**config.mk**
```make
export PLATFORM = sky130hd
export DESIGN_NAME = assembler_token_scanner_top
export DESIGN_NICKNAME = d
export VERILOG_FILES = /design/src/design/ats_pkg.sv /design/src/design/ats_front.sv /design/src/design/ats_fifo.sv /design/src/design/ats_back.sv /design/src/design/assembler_token_scanner_top.sv
export SDC_FILE = /design/constraint.sdc
export NUM_CORES = 1
export LEC_CHECK = 0
export ABC_AREA = 0
export ABC_CLOCK_PERIOD_IN_PS = 7200
export BUFFER_PORTS_ARGS = -buffer_cell sky130_fd_sc_hd__buf_2
export CAP_MARGIN = 5
export CORE_MARGIN = 5
export CORE_UTILIZATION = 55
export CTS_CLUSTER_DIAMETER = 200
export DETAILED_ROUTE_END_ITERATION = 16
export PLACE_DENSITY = 0.7
export SYNTH_ARGS = -nofsm -noshare
export SYNTH_HDL_FRONTEND = slang
export SYNTH_SLANG_ARGS = --single-unit
```
**constraint.sdc**
```tcl
create_clock -name clk -period 7.2 [get_ports clk]
set_input_delay 1.44 -clock clk [delete_from_list [all_inputs] [get_ports clk]]
set_output_delay 1.44 -clock clk [all_outputs]
set_load 0.05 [all_outputs]
```
**src/design/ats_pkg.sv**
```systemverilog
// Shared types and constants for the assembler token scanner.
// Holds the result record, the queue entry, the class codes and the keyword table.
// No dependencies.
package ats_pkg;

	localparam int MaxToken   = 256;
	localparam int NumKw      = 10;
	localparam int KwMaxLen   = 14;
	localparam int FifoDepth  = 4;
	localparam int PtrW       = (FifoDepth > 1) ? $clog2(FifoDepth) : 1;
	localparam int FifoCntW   = $clog2(FifoDepth + 1);
	localparam int LimCapInt  = (MaxToken - 1 > 255) ? 255 : MaxToken - 1;
	localparam logic [7:0] LimCap = 8'(LimCapInt);

	typedef enum logic [3:0] {
		ClsEof     = 4'd0,
		ClsTooBig  = 4'd1,
		ClsDec     = 4'd2,
		ClsHex     = 4'd3,
		ClsReal    = 4'd4,
		ClsIdent   = 4'd5,
		ClsLabel   = 4'd6,
		ClsLabDef  = 4'd7,
		ClsString  = 4'd8,
		ClsKeyword = 4'd9,
		ClsBadKw   = 4'd10,
		ClsUnknown = 4'd11
	} tok_class_t;

	typedef struct packed {
		tok_class_t  cls;
		logic [7:0]  len;
		logic [3:0]  kw;
	} res_t;

	// One queue entry: a result, optionally followed by an end-of-input record
	typedef struct packed {
		res_t  res;
		logic  eof_follow;
	} entry_t;

	localparam logic [KwMaxLen*8-1:0] KwStr [NumKw] = '{
		".character", ".code", ".constants", ".double", ".entry-point",
		".globals-count", ".int32", ".procedure", ".string", ".version"
	};
	localparam logic [7:0] KwLen [NumKw] = '{
		8'd10, 8'd5, 8'd10, 8'd7, 8'd12, 8'd14, 8'd6, 8'd10, 8'd7, 8'd8
	};

	// Character at position pos of keyword k (strings are right-justified)
	function automatic logic [7:0] kw_char(input int k, input logic [3:0] pos);
		int sh;
		sh = int'(KwLen[k]) - 1 - int'(pos);
		if (sh < 0)
			return 8'h00;
		return KwStr[k][8*sh +: 8];
	endfunction

endpackage

```
**src/design/ats_front.sv**
```systemverilog
// Front end of the token scanner: accepts characters, runs the scanning DFA,
// and pushes finished-token results into the result queue. Uses ats_pkg.
module ats_front (
	input  logic               clk,
	input  logic               arst_n,
	input  logic               in_valid,
	output logic               in_ready,
	input  logic [7:0]         ch,
	input  logic               at_end,
	input  logic [7:0]         lim,
	input  logic               q_full,
	output logic               push,
	output ats_pkg::entry_t    push_entry
);

	localparam logic [7:0] ChTab   = 8'h09;
	localparam logic [7:0] ChLf    = 8'h0A;
	localparam logic [7:0] ChCr    = 8'h0D;
	localparam logic [7:0] ChSpace = 8'h20;
	localparam logic [7:0] ChQuote = 8'h22;
	localparam logic [7:0] ChHash  = 8'h23;
	localparam logic [7:0] ChMinus = 8'h2D;
	localparam logic [7:0] ChDot   = 8'h2E;
	localparam logic [7:0] ChZero  = 8'h30;
	localparam logic [7:0] ChNine  = 8'h39;
	localparam logic [7:0] ChColon = 8'h3A;
	localparam logic [7:0] ChAt    = 8'h40;
	localparam logic [7:0] ChUpA   = 8'h41;
	localparam logic [7:0] ChUpF   = 8'h46;
	localparam logic [7:0] ChUpZ   = 8'h5A;
	localparam logic [7:0] ChBslash= 8'h5C;
	localparam logic [7:0] ChLoA   = 8'h61;
	localparam logic [7:0] ChLoF   = 8'h66;
	localparam logic [7:0] ChLoX   = 8'h78;
	localparam logic [7:0] ChLoZ   = 8'h7A;

	typedef enum logic [3:0] {
		StSkip, StDec, StHex, StHexPre, StZero, StRealPre, StReal, StIdent,
		StLabLead, StLabDef, StStr, StStrEnd, StStrEsc, StKw, StBad
	} scan_state_t;

	scan_state_t                 state_q, state_d, nxt;
	logic [7:0]                  cnt_q, cnt_d;
	logic                        lab_q, lab_d;
	logic                        com_q, com_d;
	logic [ats_pkg::NumKw-1:0]   kwm_q, kwm_d, kw_hit;
	ats_pkg::res_t               pend_res;
	logic                        accept, tok;
	logic                        is_dig, is_low, is_alpha, is_xdig, is_sp, in_str;

	assign in_ready = !q_full;
	assign accept   = in_valid && in_ready;

	assign is_dig   = (ch >= ChZero) && (ch <= ChNine);
	assign is_low   = (ch >= ChLoA) && (ch <= ChLoZ);
	assign is_alpha = is_low || ((ch >= ChUpA) && (ch <= ChUpZ));
	assign is_xdig  = is_dig || ((ch >= ChLoA) && (ch <= ChLoF))
		|| ((ch >= ChUpA) && (ch <= ChUpF));
	assign is_sp    = (ch == ChSpace) || ((ch >= ChTab) && (ch <= ChCr));
	assign in_str   = (state_q == StStr) || (state_q == StStrEsc);

	// Per-keyword compare at the current position
	always_comb begin
		for (int k = 0; k < ats_pkg::NumKw; k++) begin
			kw_hit[k] = (cnt_q < ats_pkg::KwLen[k])
				&& (ats_pkg::kw_char(k, cnt_q[3:0]) == ch);
		end
	end

	// Class of the pending token
	always_comb begin
		logic found;
		found = 1'b0;
		pend_res.len = cnt_q;
		pend_res.kw  = 4'd0;
		pend_res.cls = ats_pkg::ClsUnknown;
		unique case (state_q)
			StIdent:        pend_res.cls = lab_q ? ats_pkg::ClsLabel : ats_pkg::ClsIdent;
			StZero, StDec:  pend_res.cls = ats_pkg::ClsDec;
			StHex:          pend_res.cls = ats_pkg::ClsHex;
			StReal:         pend_res.cls = ats_pkg::ClsReal;
			StLabDef:       pend_res.cls = ats_pkg::ClsLabDef;
			StStrEnd:       pend_res.cls = ats_pkg::ClsString;
			StKw: begin
				pend_res.cls = ats_pkg::ClsBadKw;
				for (int k = 0; k < ats_pkg::NumKw; k++) begin
					if (!found && kwm_q[k] && (ats_pkg::KwLen[k] == cnt_q)) begin
						found = 1'b1;
						pend_res.cls = ats_pkg::ClsKeyword;
						pend_res.kw  = 4'(k);
					end
				end
			end
			default:        pend_res.cls = ats_pkg::ClsUnknown;
		endcase
	end

	// DFA transition
	always_comb begin
		nxt = StBad;
		unique case (state_q)
			StSkip: begin
				priority if (is_alpha)                  nxt = StIdent;
				else if (ch == ChDot)                   nxt = StKw;
				else if (ch == ChZero)                  nxt = StZero;
				else if (is_dig || ch == ChMinus)       nxt = StDec;
				else if (ch == ChQuote)                 nxt = StStr;
				else if (ch == ChAt)                    nxt = StLabLead;
				else                                    nxt = StBad;
			end
			StIdent: begin
				priority if (is_alpha || is_dig || ch == ChMinus) nxt = StIdent;
				else if (!lab_q && ch == ChColon)                  nxt = StLabDef;
				else                                               nxt = StBad;
			end
			StZero: begin
				priority if (is_dig)       nxt = StDec;
				else if (ch == ChLoX)      nxt = StHexPre;
				else if (ch == ChDot)      nxt = StRealPre;
				else                       nxt = StBad;
			end
			StDec: begin
				priority if (ch == ChDot)  nxt = StRealPre;
				else if (is_dig)           nxt = StDec;
				else                       nxt = StBad;
			end
			StHexPre, StHex:    nxt = is_xdig ? StHex : StBad;
			StRealPre, StReal:  nxt = is_dig ? StReal : StBad;
			StKw:               nxt = (is_low || is_dig || ch == ChMinus) ? StKw : StBad;
			StLabLead:          nxt = is_alpha ? StIdent : StBad;
			StStr: begin
				priority if (ch == ChBslash) nxt = StStrEsc;
				else if (ch == ChQuote)      nxt = StStrEnd;
				else                         nxt = StStr;
			end
			StStrEsc:           nxt = StStr;
			default:            nxt = StBad;
		endcase
	end

	// Per-character step
	always_comb begin
		state_d = state_q;
		cnt_d   = cnt_q;
		lab_d   = lab_q;
		com_d   = com_q;
		kwm_d   = kwm_q;
		push    = 1'b0;
		push_entry = '0;
		tok     = 1'b0;
		if (accept) begin
			if (at_end) begin
				push = 1'b1;
				if (state_q != StSkip) begin
					push_entry.res        = pend_res;
					push_entry.eof_follow = 1'b1;
				end else begin
					push_entry.res.cls = ats_pkg::ClsEof;
				end
				com_d   = 1'b0;
				state_d = StSkip;
				cnt_d   = '0;
				lab_d   = 1'b0;
				kwm_d   = '1;
			end else begin
				tok = 1'b1;
				if (state_q == StSkip) begin
					if (com_q) begin
						tok = 1'b0;
						if (ch == ChLf)
							com_d = 1'b0;
					end else if (is_sp) begin
						tok = 1'b0;
					end else if (ch == ChHash) begin
						tok   = 1'b0;
						com_d = 1'b1;
					end
				end else if (!in_str && is_sp) begin
					tok            = 1'b0;
					push           = 1'b1;
					push_entry.res = pend_res;
					state_d = StSkip;
					cnt_d   = '0;
					lab_d   = 1'b0;
					kwm_d   = '1;
				end
				if (tok) begin
					if (cnt_q >= lim) begin
						push               = 1'b1;
						push_entry.res.cls = ats_pkg::ClsTooBig;
						push_entry.res.len = cnt_q;
						state_d = StSkip;
						cnt_d   = '0;
						lab_d   = 1'b0;
						kwm_d   = '1;
					end else if (state_q == StStr && ch == ChLf) begin
						push               = 1'b1;
						push_entry.res.cls = ats_pkg::ClsUnknown;
						push_entry.res.len = cnt_q;
						state_d = StSkip;
						cnt_d   = '0;
						lab_d   = 1'b0;
						kwm_d   = '1;
					end else begin
						kwm_d   = kwm_q & kw_hit;
						state_d = nxt;
						cnt_d   = cnt_q + 8'd1;
						if (state_q == StSkip && ch == ChAt)
							lab_d = 1'b1;
					end
				end
			end
		end
	end

	always_ff @(posedge clk or negedge arst_n) begin
		if (!arst_n) begin
			state_q <= StSkip;
			cnt_q   <= '0;
			lab_q   <= 1'b0;
			com_q   <= 1'b0;
			kwm_q   <= '1;
		end else begin
			state_q <= state_d;
			cnt_q   <= cnt_d;
			lab_q   <= lab_d;
			com_q   <= com_d;
			kwm_q   <= kwm_d;
		end
	end

	a_skip_clean: assert property (@(posedge clk) disable iff (!arst_n)
		(state_q == StSkip) |-> (cnt_q == 8'd0 && kwm_q == '1 && !lab_q))
		else $error("skip state with leftover token state");

	a_comment_skip: assert property (@(posedge clk) disable iff (!arst_n)
		com_q |-> (state_q == StSkip))
		else $error("comment flag set inside a token");

endmodule

```
**src/design/ats_fifo.sv**
```systemverilog
// Short result queue between the scanner front end and the output stage.
// Flop-based circular buffer of ats_pkg::entry_t. Uses ats_pkg.
module ats_fifo (
	input  logic                clk,
	input  logic                arst_n,
	input  logic                push,
	input  ats_pkg::entry_t     push_entry,
	input  logic                pop,
	output ats_pkg::entry_t     head,
	output logic                full,
	output logic                empty
);

	ats_pkg::entry_t                 mem_q [ats_pkg::FifoDepth];
	logic [ats_pkg::PtrW-1:0]        wr_q, rd_q;
	logic [ats_pkg::FifoCntW-1:0]    cnt_q;
	logic                            do_push, do_pop;

	localparam logic [ats_pkg::PtrW-1:0] LastPtr = ats_pkg::PtrW'(ats_pkg::FifoDepth - 1);
	localparam logic [ats_pkg::FifoCntW-1:0] FullCnt = ats_pkg::FifoCntW'(ats_pkg::FifoDepth);

	assign full    = (cnt_q == FullCnt);
	assign empty   = (cnt_q == '0);
	assign do_push = push && !full;
	assign do_pop  = pop && !empty;
	assign head    = mem_q[rd_q];

	always_ff @(posedge clk) begin
		if (do_push)
			mem_q[wr_q] <= push_entry;
	end

	always_ff @(posedge clk or negedge arst_n) begin
		if (!arst_n) begin
			wr_q  <= '0;
			rd_q  <= '0;
			cnt_q <= '0;
		end else begin
			if (do_push)
				wr_q <= (wr_q == LastPtr) ? '0 : wr_q + 1'b1;
			if (do_pop)
				rd_q <= (rd_q == LastPtr) ? '0 : rd_q + 1'b1;
			if (do_push && !do_pop)
				cnt_q <= cnt_q + 1'b1;
			else if (do_pop && !do_push)
				cnt_q <= cnt_q - 1'b1;
		end
	end

	a_fill_grows: assert property (@(posedge clk) disable iff (!arst_n)
		(do_push && !do_pop) |=> (cnt_q == ats_pkg::FifoCntW'($past(cnt_q) + 1'b1)))
		else $error("queue fill count lost a push");

endmodule

```
**src/design/ats_back.sv**
```systemverilog
// Output stage: takes queue entries and presents results on the master stream,
// expanding an entry that carries a trailing end-of-input record. Uses ats_pkg.
module ats_back (
	input  logic               clk,
	input  logic               arst_n,
	input  logic               q_empty,
	input  ats_pkg::entry_t    q_head,
	output logic               pop,
	output logic               m_axis_tvalid,
	input  logic               m_axis_tready,
	output logic [15:0]        m_axis_tdata,  // [7:0] token_length, [11:8] keyword_index
	output logic [3:0]         m_axis_tuser,  // [3:0] token_class
	output logic               m_axis_tlast   // last
);

	ats_pkg::res_t  res_q;
	logic           valid_q, last_q, eof_pend_q;
	logic           free;

	// Register is free when empty, or when its result leaves with nothing owed behind it
	assign free = !valid_q || (m_axis_tready && !eof_pend_q);
	assign pop  = free && !q_empty;

	assign m_axis_tvalid = valid_q;
	assign m_axis_tdata  = {4'd0, res_q.kw, res_q.len};
	assign m_axis_tuser  = res_q.cls;
	assign m_axis_tlast  = last_q;

	always_ff @(posedge clk or negedge arst_n) begin
		if (!arst_n) begin
			valid_q    <= 1'b0;
			eof_pend_q <= 1'b0;
			last_q     <= 1'b0;
			res_q      <= '0;
		end else begin
			if (valid_q && m_axis_tready && eof_pend_q) begin
				res_q      <= '{cls: ats_pkg::ClsEof, len: 8'd0, kw: 4'd0};
				last_q     <= 1'b1;
				eof_pend_q <= 1'b0;
			end else if (pop) begin
				valid_q    <= 1'b1;
				res_q      <= q_head.res;
				last_q     <= !q_head.eof_follow;
				eof_pend_q <= q_head.eof_follow;
			end else if (free) begin
				valid_q <= 1'b0;
			end
		end
	end

	a_eof_follows: assert property (@(posedge clk) disable iff (!arst_n)
		(m_axis_tvalid && m_axis_tready && !m_axis_tlast)
			|=> (m_axis_tvalid && m_axis_tlast && m_axis_tuser == ats_pkg::ClsEof))
		else $error("non-final result not followed by end-of-input record");

endmodule

```
**src/design/assembler_token_scanner_top.sv**
```systemverilog
// Top level of the assembler token scanner.
// Instantiates ats_front, ats_fifo and ats_back; holds the token limit register. Uses ats_pkg.
//
// The block takes one character per transaction on the slave stream (tlast marks end of
// input) and reports each finished token on the master stream as class, length and keyword
// index. Whitespace and '#' comments between tokens are skipped without output. A token
// ends at whitespace (or at a newline inside an open string, which reports unknown); one
// longer than token_limit reports too_big and the offending character is dropped. An end
// of input flushes a pending token and then reports eof, so that transaction may yield two
// results, the second marked by tlast; every other result carries tlast too. Throughput is
// one character per clock: the scanner state is updated once per character,
// results pass through a four-entry queue and an output register, and the input side only
// stalls when that queue is full. A result is written into the queue and then into the
// output register, which presents it on the master stream and holds it until it is taken.
// token_limit may be written only while the block is idle; cfg_ready is always high.
module assembler_token_scanner_top (
	input  logic         clk,
	input  logic         arst_n,
	input  logic         s_axis_tvalid,
	output logic         s_axis_tready,
	input  logic [7:0]   s_axis_tdata,   // [7:0] ch
	input  logic         s_axis_tlast,   // at_end
	output logic         m_axis_tvalid,
	input  logic         m_axis_tready,
	output logic [15:0]  m_axis_tdata,   // [7:0] token_length, [11:8] keyword_index
	output logic [3:0]   m_axis_tuser,   // [3:0] token_class
	output logic         m_axis_tlast,   // last
	input  logic         cfg_valid,
	output logic         cfg_ready,
	input  logic [7:0]   cfg_data        // token_limit
);

	logic [7:0]        token_limit_q;
	logic [7:0]        lim;
	logic              push, pop, q_full, q_empty;
	ats_pkg::entry_t   push_entry, q_head;

	assign cfg_ready = 1'b1;

	// Clamp the limit to what the length field can report
	assign lim = (token_limit_q > ats_pkg::LimCap) ? ats_pkg::LimCap : token_limit_q;

	always_ff @(posedge clk or negedge arst_n) begin
		if (!arst_n)
			token_limit_q <= 8'd255;
		else if (cfg_valid && cfg_ready)
			token_limit_q <= cfg_data;
	end

	// Scanner DFA: classifies characters and pushes finished tokens
	ats_front u_front (
		.clk        (clk),
		.arst_n     (arst_n),
		.in_valid   (s_axis_tvalid),
		.in_ready   (s_axis_tready),
		.ch         (s_axis_tdata),
		.at_end     (s_axis_tlast),
		.lim        (lim),
		.q_full     (q_full),
		.push       (push),
		.push_entry (push_entry)
	);

	// Decouple the scanner from downstream stalls
	ats_fifo u_fifo (
		.clk        (clk),
		.arst_n     (arst_n),
		.push       (push),
		.push_entry (push_entry),
		.pop        (pop),
		.head       (q_head),
		.full       (q_full),
		.empty      (q_empty)
	);

	// Present results, expanding the trailing eof record
	ats_back u_back (
		.clk           (clk),
		.arst_n        (arst_n),
		.q_empty       (q_empty),
		.q_head        (q_head),
		.pop           (pop),
		.m_axis_tvalid (m_axis_tvalid),
		.m_axis_tready (m_axis_tready),
		.m_axis_tdata  (m_axis_tdata),
		.m_axis_tuser  (m_axis_tuser),
		.m_axis_tlast  (m_axis_tlast)
	);

endmodule

```
* Word-level counts from Yosys, hierarchy flattened
Memories as Yosys holds them, arrays and structs flattened. Cells that the tools add are included.
Storage, ports and cells: output and inout bits 24, word-level logic and storage cells 356, bits in registers 58, memories kept 1, bits in writable memories 68
Memories:
- u_fifo.mem_q | words 4, width 17, rd ports 1, clocked after memory_dff 0, write ports 1, RTL line ats_fifo.sv:14 | ats_pkg::entry_t mem_q [ats_pkg::FifoDepth];
Cells by class: bitwise gates (word level) 2, equal/unequal tests 45, add/sub/neg operators 12, muxes and demuxes 154, shifts and indexed selects 10, reductions and logical operators 91, magnitude comparators 26
Operator list (number):
- 112-bit by 32-bit indexed part select with 8-bit output, first input constant | 10
- 32-bit by 1-bit < comparator with 1-bit output, second input constant | 7
- 8-bit two-way mux | 24
- 4-bit two-way mux | 25
- 8-bit == test | 10
- 16-bit two-way mux | 5
- 1-bit two-way mux | 63
- 10-bit two-way mux | 6
- 8-bit by 6-bit == test with 1-bit output, second input constant | 7
- 1-bit logical AND | 48
- 4-bit case mux with 10 select lines | 1
- 12-bit two-way mux | 3
- 4-bit by 8-bit == test with 1-bit output, first input constant | 4
- 8-bit by 7-bit <= comparator with 1-bit output, second input constant | 4
- 8-bit by 4-bit < comparator with 1-bit output, second input constant | 4
- 2-bit two-way mux | 16
- 4-bit case mux with 7 select lines | 1
- 3-bit by 8-bit == test with 1-bit output, first input constant | 3
- 4-bit == test, second input constant | 6
- 8-bit by 7-bit == test with 1-bit output, second input constant | 3
- 8-bit by 3-bit < comparator with 1-bit output, second input constant | 3
- 3-bit two-way mux | 8
- 3-bit by 4-bit subtractor with 5-bit output, first input constant | 4
- 1-bit zero test | 18
- other kinds (32) | 57

* Longest topological paths before layout
Gate-level depths: netlist of the first run.
word-level depth 56, gate-level depth with buffers 15, mapped depth without buffers 13

* Cells and area by module
From an unflattened synthesis of the first run, not the netlist that was laid out.
Second synthesis, totals: cells, all modules 1009, area, all modules 9331.4 um2
By module, submodules not included:
- ats_front | times used 1, area an instance 4974.8 um2, cells each 748, seq. area each 613.1 um2
- ats_fifo | times used 1, area an instance 2917.8 um2, cells each 126, seq. area each 2217.1 um2
- ats_back | times used 1, area an instance 1086.0 um2, cells each 116, seq. area each 475.5 um2
- assembler_token_scanner_top | times used 1, area an instance 352.8 um2, cells each 19, seq. area each 210.2 um2

* Least setup slack after synthesis of the first run
No wires, ideal clock.
path kind input to register, start point input s_axis_tdata[1], end point register u_fifo.cnt_q[2] in the netlist's numbering, path buffers 2, setup slack 2.850 ns, required time 7.121 ns, setup time 0.079 ns, arrival time 4.271 ns, stages on the path 13, path through clkbuf_1 or4b_1 a211o_1 and2_4 o311ai_4 o31a_4 buf_2 ha_1 inv_1 fa_1 xor2_1 nor2_1 xor2_1
Between the ends: longest elaborated chain between the ends 15, elaborated cells on any way between the ends 29, those cells by class order compare (2); eq/ne (3); mux (15); reduce/logical (9)
Ends and longest elaborated chain:
- from (decl) | RTL line assembler_token_scanner_top.sv:21 | input logic [7:0] s_axis_tdata,
- 8-bit by 4-bit >= comparator with 1-bit output or 8-bit by 4-bit <= comparator with 1-bit output (tied branches) | RTL line ats_front.sv:59 | assign is_sp = (ch == ChSpace) || ((ch >= ChTab) && (ch <= ChCr));
- 1-bit logical AND | RTL line ats_front.sv:59
- 1-bit logical OR | RTL line ats_front.sv:59
- 1-bit two-way mux or 1-bit logical AND (tied branches) | RTL line ats_front.sv:172, ats_front.sv:178
- 1-bit two-way mux (on tied branches) | RTL line ats_front.sv:168, ats_front.sv:178
- 1-bit two-way mux | RTL line ats_front.sv:167 | if (state_q == StSkip) begin
- 1-bit two-way mux (on tied branches) | RTL line ats_front.sv:152, ats_front.sv:196
- 1-bit two-way mux (on tied branches) | RTL line ats_front.sv:151, ats_front.sv:188
- 1-bit two-way mux * | RTL line ats_front.sv:187 | if (tok) begin
- 1-bit two-way mux * | RTL line ats_front.sv:152 | if (at_end) begin
- 1-bit two-way mux * | RTL line ats_front.sv:151 | if (accept) begin
- 1-bit logical AND * | RTL line ats_fifo.sv:24 | assign do_push = push && !full;
- named net u_fifo.do_push | RTL line ats_fifo.sv:17 | logic do_push, do_pop;
- 1-bit zero test | RTL line ats_fifo.sv:45 | else if (do_pop && !do_push)
- 1-bit logical AND | RTL line ats_fifo.sv:45
- 2-bit nonzero test (no line)
- to (signal assigned) | RTL line ats_fifo.sv:44 | cnt_q <= cnt_q + 1'b1;
- to (signal assigned) | RTL line ats_fifo.sv:46 | cnt_q <= cnt_q - 1'b1;
- to (decl) | RTL line ats_fifo.sv:16 | logic [ats_pkg::FifoCntW-1:0] cnt_q;
The timed path passes the listed nets; every way through them passes the cells marked *. The select of a mux whose other input is x is not followed. A chain may end at the register's enable or synchronous reset.

* Worst setup path in the final report of the first run
start point input s_axis_tdata[3], end point register u_fifo.cnt_q[2] in the netlist's numbering
Between the ends: longest elaborated chain between the ends 15, elaborated cells on any way between the ends 29, those cells by class order compare (2); eq/ne (3); mux (15); reduce/logical (9)
Ends and longest elaborated chain (RTL line):
- 8-bit by 4-bit >= comparator with 1-bit output or 8-bit by 4-bit <= comparator with 1-bit output (tied branches) | ats_front.sv:59
- 1-bit logical AND | ats_front.sv:59
- 1-bit logical OR | ats_front.sv:59
- 1-bit two-way mux or 1-bit logical AND (tied branches) | ats_front.sv:172, ats_front.sv:178
- 1-bit two-way mux (on tied branches) | ats_front.sv:168, ats_front.sv:178
- 1-bit two-way mux | ats_front.sv:167
- 1-bit two-way mux (on tied branches) | ats_front.sv:152, ats_front.sv:196
- 1-bit two-way mux (on tied branches) | ats_front.sv:151, ats_front.sv:188
- 1-bit two-way mux * | ats_front.sv:187
- 1-bit two-way mux * | ats_front.sv:152
- 1-bit two-way mux * | ats_front.sv:151
- 1-bit logical AND * | ats_fifo.sv:24
- 1-bit zero test | ats_fifo.sv:45
- 1-bit logical AND | ats_fifo.sv:45
- 2-bit nonzero test (no line)
Every way passes the cells marked *; elsewhere a longest branch is shown, timed or not. The select of a mux whose other input is x is not followed.

==> results of run 1 <==
[synth_stat cells (6+ instances only)]
master	instances	share of area [%]
nand4_1	9	0.62
o22ai_1	15	1.0
o31ai_1	6	0.49
a211o_1	7	0.67
a31oi_1	13	0.89
a211oi_1	7	0.58
edfxtp_1	68	22
nor2b_1	20	1.4
o21ai_1	7	0.38
mux2i_1	8	0.88
nor2_1	70	2.9
o21ai_0	54	3.0
dfstp_2	18	5.2
a22oi_1	8	0.66
xor2_1	20	1.9
and2_1	17	1.2
mux4_2	17	4.2
nand2b_1	24	1.6
nand3_1	45	2.5
xnor2_1	21	2.0
nand2_1	111	4.6
o2111ai_1	8	0.77
o221ai_1	9	0.86
clkbuf_1	59	2.4
dfrtp_1	40	11
or2_2	6	0.41
and3_1	9	0.62
nand3b_1	9	0.74
a21oi_1	51	2.8
buf_1	10	0.41
buf_2	9	0.49
nor4_1	12	0.82
a21o_1	14	1.2
inv_1	32	1.3
buf_4	7	0.58
ha_1	30	4.1
nor3_1	30	1.6
a32oi_1	6	0.58
[through the flow]
stage / area [um^2] / worst slack, ns / total power [mW] / utilization [%]
after floorplan: 9150 / 2.85 / 2.47 / -
after global routing: 9870 / 2.15 / 3.93 / 60.0
final: 9870 / 2.56 / 3.68 / 60.0
after CTS: 9870 / 2.59 / 3.67 / 60.0
after detailed placement: 9300 / 2.19 / 2.84 / 56.5
after global placement: 9300 / 2.30 / 2.83 / 56.5
[routing by layer]
| layer | vias up | track usage [%] |
|---|---|---|
| met5 | - | 0 |
| met3 | 46 | 4.90 |
| li1 | 3718 | - |
| met1 | 3739 | 36.7 |
| met4 | 0 | 7.31 |
| met2 | 380 | 37.3 |
[cell families (layout without fill, tap and decap cells)]
group	count (synthesis)	after routing	synth area share, %
adder cells (fa/ha/maj)	31	31	4.33
multiplexers	28	28	5.44
AO/OA/AOI/OAI	274	274	21.0
buffers and inverters	122	115	5.67
XOR/XNOR	41	41	3.93
flip-flops	126	126	38.5
other	2	5	0.0822
AND/OR/NAND/NOR	386	386	21.1
[how the worst min path moves through the flow]
| stage | startpoint | endpoint | slack (ns) | cells after the start |
|---|---|---|---|---|
| 6_report | u_back.m_axis_tlast$_DFFE_PN0P_ | u_back.m_axis_tlast$_DFFE_PN0P_ | 0.47 | 2 |
| 5_1_grt | u_back.m_axis_tlast$_DFFE_PN0P_ | u_back.m_axis_tlast$_DFFE_PN0P_ | 0.51 | 2 |
| 4_1_cts | u_back.m_axis_tlast$_DFFE_PN0P_ | u_back.m_axis_tlast$_DFFE_PN0P_ | 0.48 | 2 |
| 3_5_place_dp | u_back.m_axis_tlast$_DFFE_PN0P_ | u_back.m_axis_tlast$_DFFE_PN0P_ | 0.46 | 2 |
| 3_3_place_gp | u_back.m_axis_tlast$_DFFE_PN0P_ | u_back.m_axis_tlast$_DFFE_PN0P_ | 0.46 | 2 |
| 2_1_floorplan | u_fifo.cnt_q[2]$_DFFE_PN0P_ | u_fifo.cnt_q[2]$_DFFE_PN0P_ | 0.48 | 1 |
[worst register-to-register path, stage by stage (launching register included)]
cell and delay (ns):
dfrtp_1 0.33, buf_4 0.49, inv_1 0.11, buf_4 0.24, ha_1 0.53, nor2_1 0.66
a32oi_1 0.11, o21ai_1 0.21, xnor2_1 0.10, or4_1 0.53, nor4_1 0.27, a221o_1 0.20
[power breakdown]
part           total (mW)  internal, mW  switching [mW]
Clock               0.822         0.460           0.361
Combinational        1.76         0.651            1.11
Sequential           1.09         0.946           0.147
Total                3.68          2.06            1.62
[flip-flops by register name, indices dropped and copies added, names as in the netlist]
| name | cells |
|---|---|
| u_front.lab_q | 1 |
| u_front.kwm_q | 10 |
| u_back.m_axis_tvalid | 1 |
| u_fifo.mem_q | 68 |
| u_fifo.rd_q | 2 |
| u_fifo.wr_q | 2 |
| u_fifo.cnt_q | 3 |
| u_front.state_q | 4 |
| u_back.m_axis_tuser | 4 |
| token_limit_q | 8 |
| u_back.m_axis_tdata | 12 |
| u_back.eof_pend_q | 1 |
| u_front.cnt_q | 8 |
| u_front.com_q | 1 |
| u_back.m_axis_tlast | 1 |
[area by class of cell]
| cell class | instances | area [um^2] | area share (%) |
|---|---|---|---|
| Multi-Input combinational cell | 765 | 5110 | 51.8 |
| Sequential cell | 126 | 3520 | 35.6 |
| Clock buffer | 17 | 425 | 4.31 |
| Tap cell | 220 | 275 | 2.79 |
| Timing Repair Buffer | 49 | 268 | 2.71 |
| Clock inverter | 15 | 146 | 1.48 |
| Inverter | 34 | 128 | 1.29 |
==> results.json, run 1 <==
{
  "min_period_ns": 4.64,
  "crit_required_ns": 7.54,
  "layout.cells.non_filler": 1226,
  "clk_latency_ns": 0.42,
  "worst-path-buf-inv": 2,
  "maxCapViolCount": 0,
  "relSlewSlack_pct": 34.7,
  "leakage_nw": 3.86,
  "synth_ff_type": "edfxtp_1",
  "place_inst": 1194,
  "floorplan.initialDensity_pct": 55.5,
  "die-area_mm2": 0.0193,
  "via_count": 7883,
  "regToRegEndpoint": "u_front.kwm_q[7]$_DFFE_PN1P_",
  "track_usage_pct": 24.9,
  "area_delta_synth_final_pct": 8.07,
  "ff2ff_setup_slack_ns": 3.36,
  "antenna_left": 0,
  "top_layer_used": "met4",
  "die_w_um": 139,
  "worstMarginPinSlew_ns": 0.973,
  "cts-resized-gates": 0,
  "clkTransAtPathRegs_ns": 0.06,
  "worstPathCellList": "buf_2, nor2_1, a41oi_1, o211ai_2, a211oi_1, o31a_4, ha_1, inv_1, fa_1, xor2_1, nor2_1, xor2_1",
  "antenna_found_initial": 0,
  "synthCells": 1010,
  "grt_pass1_wl_mm": 39.1,
  "post-route-period-util_pct": 64.4,
  "portBuffers": 40,
  "grt_pass1_vias": 7216,
  "antenna_cells": 0,
  "rsz0062_at_grt": "no",
  "cts.htree.levels": 4,
  "crit_fanout": 48,
  "grt_start_max_net_pins": 71,
  "worstHoldPathType": "reg -> reg",
  "synth_edf_count": 68,
  "cp-start-kind": "input pin",
  "drc": 0,
  "worstSetupEndpoint": "u_fifo.cnt_q[2]$_DFFE_PN0P_",
  "syn_avg_cell_area_um2": 9.05,
  "drive_above_1_share_pct": 13.5,
  "cts_sinks": 126,
  "cp_num_cells": 12,
  "layout_common_cells": "nand2_1 (111), nor2_1 (70), edfxtp_1 (68)",
  "critPathArrivalTime_ns": 4.98,
  "routabilityCongestion": 0.955,
  "postCtsSetupBuffers": 0,
  "fmax_mhz": 216,
  "hold_viol_final": 0,
  "ios": 46,
  "wl_per_cell_um": 19.5,
  "critical-path-max-stage-delay_ns": 0.65,
  "ir_worst_vdd_mv": 0.221,
  "met1_length_mm": 10.8,
  "async_flop_share_pct": 46.0,
  "crit_start": "s_axis_tdata[3]",
  "via_per_inst": 6.43,
  "final_common_cell": "nand2_1",
  "yosysWarnings": 0,
  "grt_remaining_overflow": 0,
  "cts_buffers": 17,
  "fillers": 1439,
  "cp-end-kind": "register",
  "path_class": "in -> reg",
  "status": "complete, no violations",
  "worst_r2r_path_depth": 11,
  "wl_met2_mm": 10.8,
  "r2r_start": "u_front.cnt_q[1]$_DFFE_PN0P_",
  "finalMaxSlewViolations": 0,
  "dr.pass1.iters": 5,
  "ys_seq_area_share_pct": 38.5,
  "die_h_um": 139,
  "cts_root_buf": "clkbuf_16",
  "fin_hold_ws_ns": 0.470,
  "finalSetupViolations": 0,
  "totalWireLength_mm": 23.9,
  "synth.distinct_cells": 86,
  "finalSetupTns_ns": 0,
  "wl_met3_mm": 1.64,
  "cts_hold_buffers": 0,
  "synth-seq-cells": 126,
  "cts.path.max_buffers": 2,
  "nets": 1046,
  "drt_iter0_markers": 1082,
  "finClkSkew_ns": 0.00990,
  "slowest_stage": "buf_2",
  "cpLargestDelayFamily": "compound AO/OA/AOI/OAI gates",
  "netlist_area_mm2": 0.00914,
  "dpl.hpwl_mm": 16.0,
  "fp.coreArea_mm2": 0.0165,
  "rows": 47,
  "cts_tree": "done",
  "power.density_mw_per_mm2": 372
}
No activity file was read; power rests on OpenSTA's default activity.
==> inputs of run 2 (changes only) <==
ABC_CLOCK_PERIOD_IN_PS = 4420   (was 7200)
clock period = 4.42 ns   (was 7.2 ns; I/O delays follow)
==> run 2 against run 1 <==
Count of clock-buffer cells in the layout is 1 higher. Total power rose by 66%. Sequential share of layout area decreased by 0.64 points. Critical path type unchanged. Via count grew 0.24%. Wire length increased by 1.2%. Sequential power increased by 62%. Combinational power increased by 68%. Sequential cell count unchanged. Clock power increased by 68%. Global-route usage is essentially flat.
==> results.json, run 2 (same netlist as run 1, synthesis figures left out) <==
{
  "status": "complete, no violations",
  "hold_viol_final": 0,
  "cp-start-kind": "input pin",
  "grt_remaining_overflow": 0,
  "die_w_um": 139,
  "fillers": 1410,
  "worst_r2r_path_depth": 9,
  "worstSetupEndpoint": "u_fifo.cnt_q[1]$_DFFE_PN0P_",
  "floorplan.initialDensity_pct": 55.5,
  "via_per_inst": 6.33,
  "crit_start": "s_axis_tdata[7]",
  "cts_hold_buffers": 0,
  "via_count": 7902,
  "post-route-period-util_pct": 77.9,
  "rsz0062_at_grt": "no",
  "finalMaxSlewViolations": 0,
  "fp.coreArea_mm2": 0.0165,
  "dpl.hpwl_mm": 16.8,
  "routabilityCongestion": 0.928,
  "clkTransAtPathRegs_ns": 0.06,
  "cp-end-kind": "register",
  "crit_fanout": 8,
  "dr.pass1.iters": 5,
  "maxCapViolCount": 0,
  "finClkSkew_ns": 0.0149,
  "antenna_left": 0,
  "ios": 46,
  "clk_latency_ns": 0.42,
  "crit_required_ns": 4.72,
  "dp_slack_ns": 0.570,
  "place_inst": 1216,
  "die-area_mm2": 0.0193,
  "relSlewSlack_pct": 30.6,
  "layout.cells.non_filler": 1248,
  "nets": 1068,
  "portBuffers": 40,
  "track_usage_pct": 24.9,
  "largest_reg_flops": 68,
  "min_period_ns": 3.44,
  "wl_per_cell_um": 19.4,
  "setup_slack_ns": 0.975,
  "cts_buffers": 17,
  "power.density_mw_per_mm2": 607,
  "hold_start": "u_back.m_axis_tlast$_DFFE_PN0P_",
  "layout_common_cells": "nand2_1 (111), nor2_1 (70), edfxtp_1 (68)",
  "r2r_start": "u_front.cnt_q[1]$_DFFE_PN0P_",
  "totalWireLength_mm": 24.2,
  "regToRegEndpoint": "u_front.kwm_q[5]$_DFFE_PN1P_",
  "fin_total_pwr_mw": 6.10,
  "worstMarginPinSlew_ns": 1.03,
  "leakage_nw": 3.97,
  "cts.path.max_buffers": 2,
  "area_delta_synth_final_pct": 10.1,
  "grt_pass1_vias": 7308,
  "grt_start_max_net_pins": 42,
  "antenna_cells": 0,
  "worstHoldPathType": "reg -> reg",
  "cts.htree.levels": 4,
  "ff2ff_setup_slack_ns": 1.07,
  "cts_sinks": 126,
  "path_class": "in -> reg",
  "critPathArrivalTime_ns": 3.74,
  "fmax_mhz": 290,
  "postCtsSetupBuffers": 0,
  "final_common_cell": "nand2_1",
  "regMostFlops": "u_fifo.mem_q",
  "drt_iter0_markers": 969,
  "drc": 0,
  "antenna_found_initial": 0,
  "finalSetupViolations": 0,
  "cts_root_buf": "clkbuf_16",
  "drive_above_1_share_pct": 15.3,
  "post-route-util_pct": 61.1,
  "die_h_um": 139,
  "finalSetupTns_ns": 0,
  "cts_tree": "done",
  "cts-resized-gates": 0,
  "grt_pass1_wl_mm": 39.2,
  "rows": 47,
  "ir_worst_vdd_mv": 0.418
}
==> run 2: changes by cell type in the layout (fill, tap and decap cells not counted), sizes merged <==
cell      delta
inv          -5
clkinvlp     +2
bufinv       +2
clkbuf       +1
buf         +22
==> run 2: cell type report <==
| type | instances | area (um^2) | share of cell area, % |
|---|---|---|---|
| Tap cell | 220 | 275 | 2.74 |
| Inverter | 34 | 128 | 1.27 |
| Clock inverter | 14 | 159 | 1.58 |
| Clock buffer | 18 | 429 | 4.27 |
| Multi-Input combinational cell | 765 | 5110 | 50.9 |
| Timing Repair Buffer | 71 | 433 | 4.31 |
| Sequential cell | 126 | 3520 | 35.0 |
==> run 2: how the worst min path moves through the flow <==
stage | slack (ns) | endpoint | cells past startpoint
2_1_floorplan | 0.48 | u_fifo.cnt_q[2]$_DFFE_PN0P_ | 1
3_5_place_dp | 0.47 | u_back.m_axis_tlast$_DFFE_PN0P_ | 2
6_report | 0.48 | u_back.m_axis_tlast$_DFFE_PN0P_ | 2
3_3_place_gp | 0.45 | u_back.m_axis_tlast$_DFFE_PN0P_ | 2
5_1_grt | 0.52 | u_back.m_axis_tdata[7]$_DFFE_PN0P_ | 2
4_1_cts | 0.49 | u_back.m_axis_tlast$_DFFE_PN0P_ | 2
==> run 2: through the flow <==
| step | instance area (um^2) | hold slack (ns) |
|---|---|---|
| floorplan | 9150 | 0.475 |
| finish | 10100 | 0.478 |
| global route | 10100 | 0.516 |
| CTS | 10100 | 0.488 |
| global placement | 9470 | 0.454 |
| detailed placement | 9470 | 0.474 |
==> run 2: where the power goes <==
group	switching [mW]	internal, mW	leakage (nW)
clock	0.541	0.841	0.276
combinational	1.83	1.12	2.36
sequential	0.234	1.54	1.33
==> run 2: critical path, cell delays in order <==
cell and delay [ns]:
buf_2 0.16, nor4b_1 0.60, a41oi_1 0.37, o211ai_2 0.25, a211oi_1 0.14, o31a_4 0.37, ha_1 0.21, inv_1 0.09
fa_1 0.38, mux2_2 0.26
==> run 2: routing by layer <==
metal  vias to the layer above  track usage [%]  wire length [um]
met5                         -                0                 0
met4                         0             8.50               689
met3                        58             5.24              2100
met2                       377             37.0             10700
met1                      3704             36.3             10700
li1                       3763                -                 -
==> inputs of run 3 (changes only) <==
ABC_CLOCK_PERIOD_IN_PS = 3200   (was 4420)
clock period = 3.2 ns   (was 4.42 ns; I/O delays follow)
==> run 3 against run 2 <==
Wire length increased by 0.67%. Clock power increased by 36%. Setup slack got worse by 0.80 ns. Clock skew decreased by 0.0023 ns. Core utilization increased by 2.7 points. Register-to-register slack got worse by 0.90 ns. Largest cell class unchanged. Sequential share of layout area decreased by 1.5 points. Global-route usage increased by 0.32 points. Via count increased by 2.7%. Worst hold slack got worse by 0.20 ns. Combinational power increased by 45%. Design area increased by 4.4%.
==> results.json, run 3 (same netlist as run 1, synthesis figures left out) <==
{
  "via_count": 8116,
  "nets": 1111,
  "cts.path.max_buffers": 2,
  "post-route-period-util_pct": 94.5,
  "finClkSkew_ns": 0.0126,
  "cp-end-kind": "register",
  "rsz0062_at_grt": "no",
  "dp_slack_ns": -0.161,
  "relSlewSlack_pct": 43.0,
  "antenna_left": 0,
  "cts_hold_buffers": 0,
  "cts-resized-gates": 0,
  "crit_required_ns": 3.50,
  "postCtsSetupBuffers": 0,
  "drive_above_1_share_pct": 19.3,
  "cts_tree": "done",
  "cts.htree.levels": 4,
  "cp-start-kind": "register",
  "antenna_cells": 0,
  "setup_slack_ns": 0.175,
  "cts_root_buf": "clkbuf_16",
  "final_common_cell": "nand2_1",
  "path_class": "reg -> reg",
  "area_delta_synth_final_pct": 14.9,
  "slowest_stage": "dfstp_2",
  "via_per_inst": 6.29,
  "finalSetupViolations": 0,
  "clkTransAtPathRegs_ns": 0.06,
  "fmax_mhz": 331,
  "seq_area_mm2": 0.00352,
  "critPathArrivalTime_ns": 3.32,
  "maxCapViolCount": 0,
  "routabilityCongestion": 0.922,
  "portBuffers": 40,
  "hold_viol_final": 0,
  "clk_latency_ns": 0.42,
  "antenna_found_initial": 0,
  "grt_pass1_vias": 7634,
  "post-route-util_pct": 63.8,
  "cts_buffers": 17,
  "ir_worst_vdd_mv": 0.429,
  "min_period_ns": 3.03,
  "die_h_um": 139,
  "grt_start_max_net_pins": 72,
  "fin_hold_ws_ns": 0.276,
  "cts_sinks": 126,
  "placed_cell_area_mm2": 0.00990,
  "grt_remaining_overflow": 0,
  "finalMaxSlewViolations": 0,
  "totalWireLength_mm": 24.4,
  "track_usage_pct": 25.2,
  "die-area_mm2": 0.0193,
  "crit_fanout": 3,
  "dpl.hpwl_mm": 16.5,
  "layout_common_cells": "nand2_1 (111), nor2_1 (70), edfxtp_1 (68)",
  "worstHoldPathType": "in -> async",
  "largest_reg_flops": 68,
  "critical-path-max-stage-delay_ns": 0.51,
  "multi_input_area_mm2": 0.00514,
  "ios": 46,
  "status": "complete, no violations",
  "drt_iter0_markers": 841,
  "worstPathCellList": "inv_1, ha_1, a21o_1, a2111oi_2, o21a_2, a211oi_1, o31a_4, ha_4, inv_2, fa_2, mux2_4",
  "power.density_mw_per_mm2": 819,
  "die_w_um": 139,
  "worstMarginPinSlew_ns": 0.855,
  "regMostFlops": "u_fifo.mem_q",
  "finalSetupTns_ns": 0,
  "post-route-cell-area_mm2": 0.0105,
  "leakage_nw": 4.23,
  "floorplan.initialDensity_pct": 55.5,
  "dr.pass1.iters": 5,
  "wl_per_cell_um": 18.9,
  "fillers": 1375,
  "grt_pass1_wl_mm": 40.2,
  "rows": 47,
  "fp.coreArea_mm2": 0.0165,
  "drc": 0
}
==> run 3: power breakdown <==
group	switching [mW]	internal [mW]	total, mW
registers	0.308	2.13	2.44
clock network	0.740	1.14	1.88
logic	2.60	1.69	4.29
==> run 3: path summary, 6_finish.rpt <==
check	start	to	slack (ns)	cells after the start
worst max-delay path	token_limit_q[4]$_DFFE_PN1P_	u_fifo.cnt_q[1]$_DFFE_PN0P_	0.17	11
worst min-delay path	arst_n	u_back.m_axis_tdata[10]$_DFFE_PN0P_	0.28	1
worst max register to register	token_limit_q[4]$_DFFE_PN1P_	u_fifo.cnt_q[1]$_DFFE_PN0P_	0.17	11
worst min register to register	u_back.m_axis_tlast$_DFFE_PN0P_	u_back.m_axis_tlast$_DFFE_PN0P_	0.48	2
max in group asynchronous	arst_n	u_front.kwm_q[0]$_DFFE_PN1P_	2.25	2
min in group clk	cfg_data[2]	token_limit_q[2]$_DFFE_PN1P_	0.44	3
==> run 3: final cells by class <==
type	instances	area share, %
inverters	34	1.22
flip-flops and latches	126	33.5
multi-input cells	765	49.0
clock buffers	20	4.77
repair buffers	114	8.03
well taps	220	2.62
clock inverters	12	0.917
==> run 3: critical path, delay by kind of cell, from the launching register on <==
family / cells / cell delay (ns)
adders and majority gates: 3 / 0.87
buffers and inverters: 2 / 0.09
AOI/OAI and AO/OA: 5 / 1.16
muxes: 1 / 0.27
DFF: 1 / 0.51
==> run 3: layer usage <==
layer  vias to the layer above  track usage [%]  part of all wire (%)
met1                      3877             34.9                    43
met3                        46             3.41                   6.8
met2                       353             40.5                    48
met4                         0             9.63                   2.5
li1                       3840                -                     -
met5                         -                0                     0
==> run 3: through the flow <==
stage	total power [mW]	std cells
global placement	6.63	1259
global route	9.17	1291
CTS	8.61	1291
floorplan	5.60	1013
finish	8.61	1291
detailed placement	6.67	1259
